File: config.mk
export PLATFORM = sky130hd
export DESIGN_NAME = top_five_ranking_composite_key
export DESIGN_NICKNAME = d
export VERILOG_FILES = /design/src/tfrck_pkg.sv /design/src/tfrck_dp.sv /design/src/tfrck_ctrl.sv /design/src/top_five_ranking_composite_key.sv
export VERILOG_INCLUDE_DIRS = /design/src /design/src/src
export SDC_FILE = /design/constraint.sdc
export NUM_CORES = 1
export LEC_CHECK = 0
export ABC_AREA = 1
export BUFFER_PORTS_ARGS = -buffer_cell sky130_fd_sc_hd__buf_2
export CORE_ASPECT_RATIO = 1.25
export CORE_MARGIN = 4
export CORE_UTILIZATION = 32
export DETAILED_ROUTE_END_ITERATION = 10
export PLACE_DENSITY = 0.48
export SLEW_MARGIN = 10
export SYNTH_ARGS = -nofsm -noshare
export SYNTH_HDL_FRONTEND = slang
export SYNTH_SLANG_ARGS = --single-unit
File: constraint.sdc
create_clock -name i_clk -period 7.65 [get_ports i_clk]
set_input_delay 0.3825 -clock i_clk [delete_from_list [all_inputs] [get_ports i_clk]]
set_output_delay 0.3825 -clock i_clk [all_outputs]
set_load 0.02 [all_outputs]
File: src/top_five_ranking_composite_key_defines.svh
// ---------------------------------------------------------------------------
// Assertion macros for the top-five ranking block.
// ---------------------------------------------------------------------------
`ifndef TOP_FIVE_RANKING_COMPOSITE_KEY_DEFINES_SVH
`define TOP_FIVE_RANKING_COMPOSITE_KEY_DEFINES_SVH

// Clocked property that is not checked while reset is asserted.
`define TFR_ASSERT(lbl, clk, rst_n, prop, msg) \
    lbl: assert property (@(posedge clk) disable iff (!rst_n) (prop)) else $error(msg);

// Clocked property that is checked in every cycle, reset included.
`define TFR_ASSERT_ALWAYS(lbl, clk, prop, msg) \
    lbl: assert property (@(posedge clk) (prop)) else $error(msg);

`endif

File: src/tfrck_pkg.sv
// ---------------------------------------------------------------------------
// tfrck_pkg
// Shared widths, defaults and controller/datapath interface types.
// ---------------------------------------------------------------------------
package tfrck_pkg;

    localparam int SCORE_W           = 8;
    localparam int TOTAL_W           = 10;
    localparam int DEF_TOP_COUNT     = 5;
    localparam int DEF_MAX_RECORDS   = 64;

    typedef struct packed {
        logic insert;
        logic pop;
        logic clear;
    } t_ctrl_cmd;

    typedef struct packed {
        logic out_last;
    } t_dp_status;

endpackage

File: src/tfrck_dp.sv
// ---------------------------------------------------------------------------
// tfrck_dp
// Ranking datapath: sorted entry row with parallel compare, insertion shift,
// record counter, overflow flag and the output register.
// ---------------------------------------------------------------------------
module tfrck_dp #(
    parameter int TOP_COUNT   = 5,
    parameter int MAX_RECORDS = 64,
    localparam int NUM_W      = $clog2(MAX_RECORDS + 1)
) (
    input  logic                           i_clk,
    input  logic                           i_rst_n,
    input  tfrck_pkg::t_ctrl_cmd           i_cmd,
    input  logic [tfrck_pkg::SCORE_W-1:0]  i_s1,
    input  logic [tfrck_pkg::SCORE_W-1:0]  i_s2,
    input  logic [tfrck_pkg::SCORE_W-1:0]  i_s3,
    output tfrck_pkg::t_dp_status          o_status,
    output logic [NUM_W-1:0]               o_num,
    output logic [tfrck_pkg::TOTAL_W-1:0]  o_total,
    output logic                           o_ovf
);
    import tfrck_pkg::*;

    localparam logic [NUM_W-1:0] MAX_CNT = NUM_W'(MAX_RECORDS);

    logic [NUM_W-1:0]   r_num [TOP_COUNT];
    logic [TOTAL_W-1:0] r_tot [TOP_COUNT];
    logic [SCORE_W-1:0] r_fst [TOP_COUNT];
    logic [TOP_COUNT-1:0] r_vld;
    logic [NUM_W-1:0]   r_cnt;
    logic               r_ovf;

    logic [NUM_W-1:0]   r_out_num;
    logic [TOTAL_W-1:0] r_out_tot;
    logic               r_out_last;
    logic               r_out_ovf;

    logic [TOTAL_W-1:0] w_total;
    logic [NUM_W-1:0]   w_number;
    logic               w_full;
    logic [TOP_COUNT-1:0] w_above;
    logic [TOP_COUNT:0]   w_above_ext;
    logic [TOP_COUNT:0]   w_vld_ext;
    logic [TOP_COUNT:0]   w_prev_vld;
    logic [NUM_W-1:0]   w_prev_num [TOP_COUNT];
    logic [TOTAL_W-1:0] w_prev_tot [TOP_COUNT];
    logic [SCORE_W-1:0] w_prev_fst [TOP_COUNT];

    assign w_total  = TOTAL_W'(i_s1) + TOTAL_W'(i_s2) + TOTAL_W'(i_s3);
    assign w_number = r_cnt + 1'b1;
    assign w_full   = (r_cnt == MAX_CNT);
    assign w_vld_ext = {1'b0, r_vld};

    // A new record always carries the highest arrival number, so it ranks above a
    // kept entry only when its {total, first score} key is strictly larger.
    always_comb begin
        w_above_ext    = '0;
        w_prev_vld     = '0;
        w_prev_num[0]  = '0;
        w_prev_tot[0]  = '0;
        w_prev_fst[0]  = '0;
        for (int i = 0; i < TOP_COUNT; i++) begin
            w_above[i] = !r_vld[i] || ({w_total, i_s1} > {r_tot[i], r_fst[i]});
            w_above_ext[i+1] = w_above[i];
            w_prev_vld[i+1]  = r_vld[i];
        end
        for (int i = 1; i < TOP_COUNT; i++) begin
            w_prev_num[i] = r_num[i-1];
            w_prev_tot[i] = r_tot[i-1];
            w_prev_fst[i] = r_fst[i-1];
        end
    end

    always_ff @(posedge i_clk) begin
        if (i_cmd.insert && !w_full) begin
            for (int i = 0; i < TOP_COUNT; i++) begin
                if (w_above[i]) begin
                    if (!w_above_ext[i]) begin
                        r_num[i] <= w_number;
                        r_tot[i] <= w_total;
                        r_fst[i] <= i_s1;
                    end else begin
                        r_num[i] <= w_prev_num[i];
                        r_tot[i] <= w_prev_tot[i];
                        r_fst[i] <= w_prev_fst[i];
                    end
                end
            end
        end else if (i_cmd.pop) begin
            for (int i = 0; i < TOP_COUNT - 1; i++) begin
                r_num[i] <= r_num[i+1];
                r_tot[i] <= r_tot[i+1];
                r_fst[i] <= r_fst[i+1];
            end
        end
        if (i_cmd.pop) begin
            r_out_num  <= r_num[0];
            r_out_tot  <= r_tot[0];
            r_out_last <= !w_vld_ext[1];
            r_out_ovf  <= r_ovf;
        end
    end

    always_ff @(posedge i_clk) begin
        if (!i_rst_n) begin
            r_vld <= '0;
            r_cnt <= '0;
            r_ovf <= 1'b0;
        end else if (i_cmd.clear) begin
            r_vld <= '0;
            r_cnt <= '0;
            r_ovf <= 1'b0;
        end else if (i_cmd.insert) begin
            if (w_full) begin
                r_ovf <= 1'b1;
            end else begin
                r_cnt <= w_number;
                for (int i = 0; i < TOP_COUNT; i++) begin
                    if (w_above[i]) begin
                        r_vld[i] <= w_above_ext[i] ? w_prev_vld[i] : 1'b1;
                    end
                end
            end
        end else if (i_cmd.pop) begin
            r_vld <= w_vld_ext[TOP_COUNT:1];
        end
    end

    assign o_status.out_last = r_out_last;
    assign o_num             = r_out_num;
    assign o_total           = r_out_tot;
    assign o_ovf             = r_out_ovf;

endmodule

File: src/tfrck_ctrl.sv
// ---------------------------------------------------------------------------
// tfrck_ctrl
// Controller: accepts records, then pops the ranked entries one transaction
// at a time into the output register.
// ---------------------------------------------------------------------------
`include "top_five_ranking_composite_key_defines.svh"

module tfrck_ctrl (
    input  logic                   i_clk,
    input  logic                   i_rst_n,
    input  logic                   i_in_valid,
    input  logic                   i_in_last,
    input  logic                   i_out_ready,
    input  tfrck_pkg::t_dp_status  i_status,
    output logic                   o_in_ready,
    output logic                   o_out_valid,
    output tfrck_pkg::t_ctrl_cmd   o_cmd
);
    import tfrck_pkg::*;

    typedef enum logic {
        S_IDLE,
        S_EMIT
    } t_state;

    t_state r_state;
    t_state n_state;
    logic   r_out_valid;
    logic   n_out_valid;

    always_comb begin
        o_in_ready   = (r_state == S_IDLE);
        o_cmd.insert = i_in_valid && o_in_ready;
        o_cmd.pop    = (r_state == S_EMIT) &&
                       (!r_out_valid || (i_out_ready && !i_status.out_last));
        o_cmd.clear  = (r_state == S_EMIT) && r_out_valid && i_out_ready &&
                       i_status.out_last;
        n_state      = r_state;
        n_out_valid  = r_out_valid;
        case (r_state)
            S_IDLE: begin
                if (o_cmd.insert && i_in_last) begin
                    n_state = S_EMIT;
                end
            end
            S_EMIT: begin
                if (o_cmd.clear) begin
                    n_state     = S_IDLE;
                    n_out_valid = 1'b0;
                end else if (o_cmd.pop) begin
                    n_out_valid = 1'b1;
                end
            end
            default: begin
                n_state     = S_IDLE;
                n_out_valid = 1'b0;
            end
        endcase
    end

    always_ff @(posedge i_clk) begin
        if (!i_rst_n) begin
            r_state     <= S_IDLE;
            r_out_valid <= 1'b0;
        end else begin
            r_state     <= n_state;
            r_out_valid <= n_out_valid;
        end
    end

    assign o_out_valid = r_out_valid;

    `TFR_ASSERT(a_insert_pop_exclusive, i_clk, i_rst_n, !(o_cmd.insert && o_cmd.pop), "insert and pop in the same cycle")
    `TFR_ASSERT(a_valid_only_emit, i_clk, i_rst_n, r_out_valid |-> (r_state == S_EMIT), "output valid outside emission")
    `TFR_ASSERT(a_last_starts_emit, i_clk, i_rst_n, (o_cmd.insert && i_in_last) |=> ((r_state == S_EMIT) && !r_out_valid), "last record did not start emission")
    `TFR_ASSERT(a_clear_returns_idle, i_clk, i_rst_n, o_cmd.clear |=> ((r_state == S_IDLE) && !r_out_valid), "final transaction did not return to idle")

endmodule

File: src/top_five_ranking_composite_key.sv
// Each accepted record is ranked in the cycle it is accepted; one record per cycle.
// The parallel compare of the new key against every kept entry sets that cycle.
// After the last record, the controller loads the output register, then one ranked
// entry leaves per cycle while m_axis_tready is high; no record is taken meanwhile.
// Synchronous active-low reset empties the ranking and clears count and overflow.
// ---------------------------------------------------------------------------
// top_five_ranking_composite_key
// Keeps the best records by total, first score and arrival number, and
// emits the ranking when the last record of a set arrives.
// ---------------------------------------------------------------------------
module top_five_ranking_composite_key #(
    parameter int TOP_COUNT   = tfrck_pkg::DEF_TOP_COUNT,
    parameter int MAX_RECORDS = tfrck_pkg::DEF_MAX_RECORDS,
    localparam int NUM_W      = $clog2(MAX_RECORDS + 1),
    localparam int M_DATA_W   = ((NUM_W + tfrck_pkg::TOTAL_W + 7) / 8) * 8
) (
    input  logic                i_clk,
    input  logic                i_rst_n,
    input  logic                s_axis_tvalid,
    output logic                s_axis_tready,
    // first_subject_score, second_subject_score, third_subject_score
    input  logic [23:0]         s_axis_tdata,
    input  logic                s_axis_tlast,
    output logic                m_axis_tvalid,
    input  logic                m_axis_tready,
    // record_number, record_total, zero fill
    output logic [M_DATA_W-1:0] m_axis_tdata,
    output logic                m_axis_tlast,
    // overflowed
    output logic                m_axis_tuser
);
    import tfrck_pkg::*;

    t_ctrl_cmd          w_cmd;
    t_dp_status         w_status;
    logic [NUM_W-1:0]   w_num;
    logic [TOTAL_W-1:0] w_total;
    logic               w_ovf;

    tfrck_ctrl u_ctrl (
        .i_clk       (i_clk),
        .i_rst_n     (i_rst_n),
        .i_in_valid  (s_axis_tvalid),
        .i_in_last   (s_axis_tlast),
        .i_out_ready (m_axis_tready),
        .i_status    (w_status),
        .o_in_ready  (s_axis_tready),
        .o_out_valid (m_axis_tvalid),
        .o_cmd       (w_cmd)
    );

    tfrck_dp #(
        .TOP_COUNT   (TOP_COUNT),
        .MAX_RECORDS (MAX_RECORDS)
    ) u_dp (
        .i_clk    (i_clk),
        .i_rst_n  (i_rst_n),
        .i_cmd    (w_cmd),
        .i_s1     (s_axis_tdata[7:0]),
        .i_s2     (s_axis_tdata[15:8]),
        .i_s3     (s_axis_tdata[23:16]),
        .o_status (w_status),
        .o_num    (w_num),
        .o_total  (w_total),
        .o_ovf    (w_ovf)
    );

    assign m_axis_tdata = M_DATA_W'({w_total, w_num});
    assign m_axis_tlast = w_status.out_last;
    assign m_axis_tuser = w_ovf;

endmodule
==> qor.txt <==
crit path DAT -> 5.78 ns
worst r2r src -> u_dp.r_fst[0][28]
DR vias/cell -> 4.89
FF-to-FF path depth -> 13
Worst path max stage delay -> 0.55 ns
Fillers -> 3,541
Clock Latency Late Sink -> 0.44 ns
Detail Placement HPWL -> 23.3 mm
Max clock buf depth -> 2
final slew viol count -> 0
io pins -> 57
vias in the first global route -> 9,141
Static Leak -> 6.00 nW
Flop pwr share -> 35.6%
Post-CTS Hold Buffers -> 0
Seq/Total Area, Yosys -> 41.7%
min-delay worst type -> input pin to flip-flop
Final Hold Vio Count -> 0
critical path's most frequent cell -> nand2_1
grt total ovfl -> 0
CP max-delay cell -> nand2_1
final worst slack -> 1.98 ns
Initial Util -> 32.7%
GRT Total Usage -> 18.3%
fin crit share -> 74.1%
Starting DRT DRC Count -> 694
yosys warns -> 0
gpl congestion -> 0.856
cts repair resizes -> 0
clock slew at reported path FFs -> 0.07 ns
initial antenna violation count -> 1
Req. time, crit path -> 7.76 ns
clock share of power -> 23.9%
die area -> 37,700 um^2
via count -> 9,176
Slew HR -> 44.5%
largest net degree at the start of global routing -> 62
IR drop worst, VDD -> 0.129 mV
die width -> 174 um
RSZ-0062 raised after global routing -> no
syn avg cell area -> 8.03 um^2
Root Driver -> clkbuf_16
Yosys top cell area share -> 39.0%
ANT cells -> 0
CP Max Fanout -> 28
Sw Ratio -> 41.4%
Num CTS Buffers -> 17
status -> finished clean
port bufs -> 49
#FFs+latches synth -> 159
die height -> 216 um
Peak Freq -> 0.176 GHz
Final Critical Period -> 5.67 ns
Crit Reg-Reg Endpoint -> u_dp.r_fst[0][25]
nets@finish -> 1,541
core area -> 33,900 um^2
combinational group share of total power -> 40.5%
postcts setup bufs -> 0
Worst Setup SP -> s_axis_tdata[2]
flop2flop setup slack -> 4.20 ns
critical path capture point type -> flip-flop
Internal -> 2.21 mW
Sink Count -> 159
Setup CP Type -> input pin to flip-flop
setup TNS after final layout -> 0 ns
max-cap violations -> 0
sequential cell area -> 4620 um^2
Initial DRT Pass Iterations -> 5
Worst Hold Launch -> s_axis_tlast
CTS tree -> yes
Worst Setup EP -> u_dp.r_fst[0][25]
slew at the pin closest to its max-slew limit -> 0.830 ns
Place WS -> 1.57 ns
cell accounting for the most synthesized area -> edfxtp_1
NetSw -> 1.56 mW
Post-Syn Area -> 11,100 um^2
Unique masters post-synth -> 37
DRC violations left -> 0
# setup viols final -> 0
P&R area growth vs syn -> 10.5%
pwr dens -> 308 nW/um^2
routed len/inst -> 18.3 um
Area contributors post-synth -> edfxtp_1 (39%), nand2_1 (15%), ha_1 (12%), inv_1 (7.2%), nand4_1 (4.6%)
CTS H-tree depth -> 4
area of the multi-input gates -> 5280 um^2
fraction of layout cells with a size suffix above 1 -> 7.99%
ANT nets after route -> 0
post-synthesis cell count -> 1,380
first-pass GRT wire length -> 53.4 mm
Critical Path Source Type -> input pin
Layout Skew -> 0.0156 ns
Post-Route WL -> 34.4 mm
row count -> 75
layout make-up:
type	count	area share, %
clock inverter	13	1.25
sequential	159	37.8
timing repair buffer	63	2.96
inverter	215	6.61
tap	462	4.72
multi-input combinational	946	43.1
clock buffer	19	3.62
worst max-delay path, delay by kind of cell:
family / cells / cell delay [ns]
xor+xnor: 1 / 0.43
compound gates: 5 / 0.71
buf+inv: 4 / 0.96
fa+ha+maj: 3 / 0.98
simple gates: 18 / 2.28
registers in the layout, indices dropped and copies added (netlist names):
register,cells
u_dp.o_total,10
u_dp.r_fst,40
u_dp.o_status,1
u_dp.r_tot,50
u_dp.r_ovf,1
u_dp.o_num,7
u_dp.r_cnt,7
u_ctrl.r_state,1
u_dp.r_num,35
u_dp.o_ovf,1
u_dp.r_vld,5
u_ctrl.o_out_valid,1
cells by family after synthesis:
group,Yosys count,synth area share (%)
compound gates,138,6.63
xor+xnor,13,1.03
fa+ha+maj,110,12.6
buf+inv,281,10.9
flops,159,41.7
other cells,1,0.0338
simple gates,678,27.1
placed cells by master, fill, tap and decap left out, drive strengths merged, types with 3 or more instances in the layout:
| master | n |
|---|---|
| dfxtp | 15 |
| a21oi | 54 |
| edfxtp | 144 |
| nand3 | 98 |
| o21ai | 67 |
| o21bai | 3 |
| nor2 | 50 |
| clkbuf | 19 |
| buf | 63 |
| xnor2 | 6 |
| a21o | 9 |
| inv | 221 |
| nand4 | 82 |
| ha | 108 |
| conb | 7 |
| clkinv | 4 |
| xor2 | 7 |
| nand2 | 442 |
worst min-delay path by stage:
stage                           end  slack, ns  depth (start not counted)
CTS                  u_ctrl.r_state       0.18                          2
detailed placement  u_dp.o_total[5]       0.43                          0
floorplan                u_dp.o_ovf       0.41                          0
global route         u_ctrl.r_state       0.18                          2
global placement    u_dp.o_total[0]       0.43                          0
finish               u_ctrl.r_state       0.20                          3
per-layer routing:
metal | vias to the layer above | share of wire [%] | global-route usage, %
li1 | 4598 | - | -
met1 | 4336 | 43 | 22.8
met2 | 201 | 51 | 32.8
met3 | 41 | 3.6 | 2.60
met4 | 0 | 2.1 | 5.91
met5 | - | 0 | 0
cells in the mapped netlist:
cell	instances
a21boi_0	1
a21o_1	9
a21oi_1	54
a41oi_1	1
and3_1	1
buf_1	1
buf_2	26
buf_4	9
buf_6	12
clkbuf_1	18
conb_1	1
dfxtp_1	15
edfxtp_1	144
fa_1	2
ha_1	108
inv_1	213
inv_2	2
nand2_1	437
nand2_2	2
nand2_4	3
nand3_1	94
nand3_4	4
nand3b_1	1
nand4_1	82
nor2_1	46
nor2_2	3
nor2_8	1
nor3_1	2
nor4_4	1
o21a_1	2
o21ai_0	37
o21ai_1	30
o21bai_1	3
o31ai_1	1
or2_2	1
xnor2_1	6
xor2_1	7
power groups by stage:
| stage | Clock, mW | Sequential [mW] | Combinational [mW] |
|---|---|---|---|
| final | 0.901 | 1.34 | 1.52 |
| after CTS | 0.917 | 1.34 | 1.54 |
| after global routing | 0.954 | 1.36 | 1.75 |
| after global placement | 0 | 1.36 | 1.52 |
| after floorplan | 0 | 1.33 | 1.08 |
| after detailed placement | 0 | 1.36 | 1.53 |
through the flow:
| stage | hold slack (ns) | area (um^2) | std cells | power, mW | util [%] |
|---|---|---|---|---|---|
| floorplan | 0.409 | 11100 | 1386 | 2.41 | - |
| global placement | 0.432 | 11700 | 1845 | 2.88 | 34.4 |
| detailed placement | 0.435 | 11700 | 1845 | 2.89 | 34.4 |
| CTS | 0.184 | 12200 | 1877 | 3.80 | 36.2 |
| global route | 0.180 | 12200 | 1877 | 4.07 | 36.2 |
| finish | 0.200 | 12200 | 1877 | 3.77 | 36.2 |
Power figures use the tool's default switching activity.
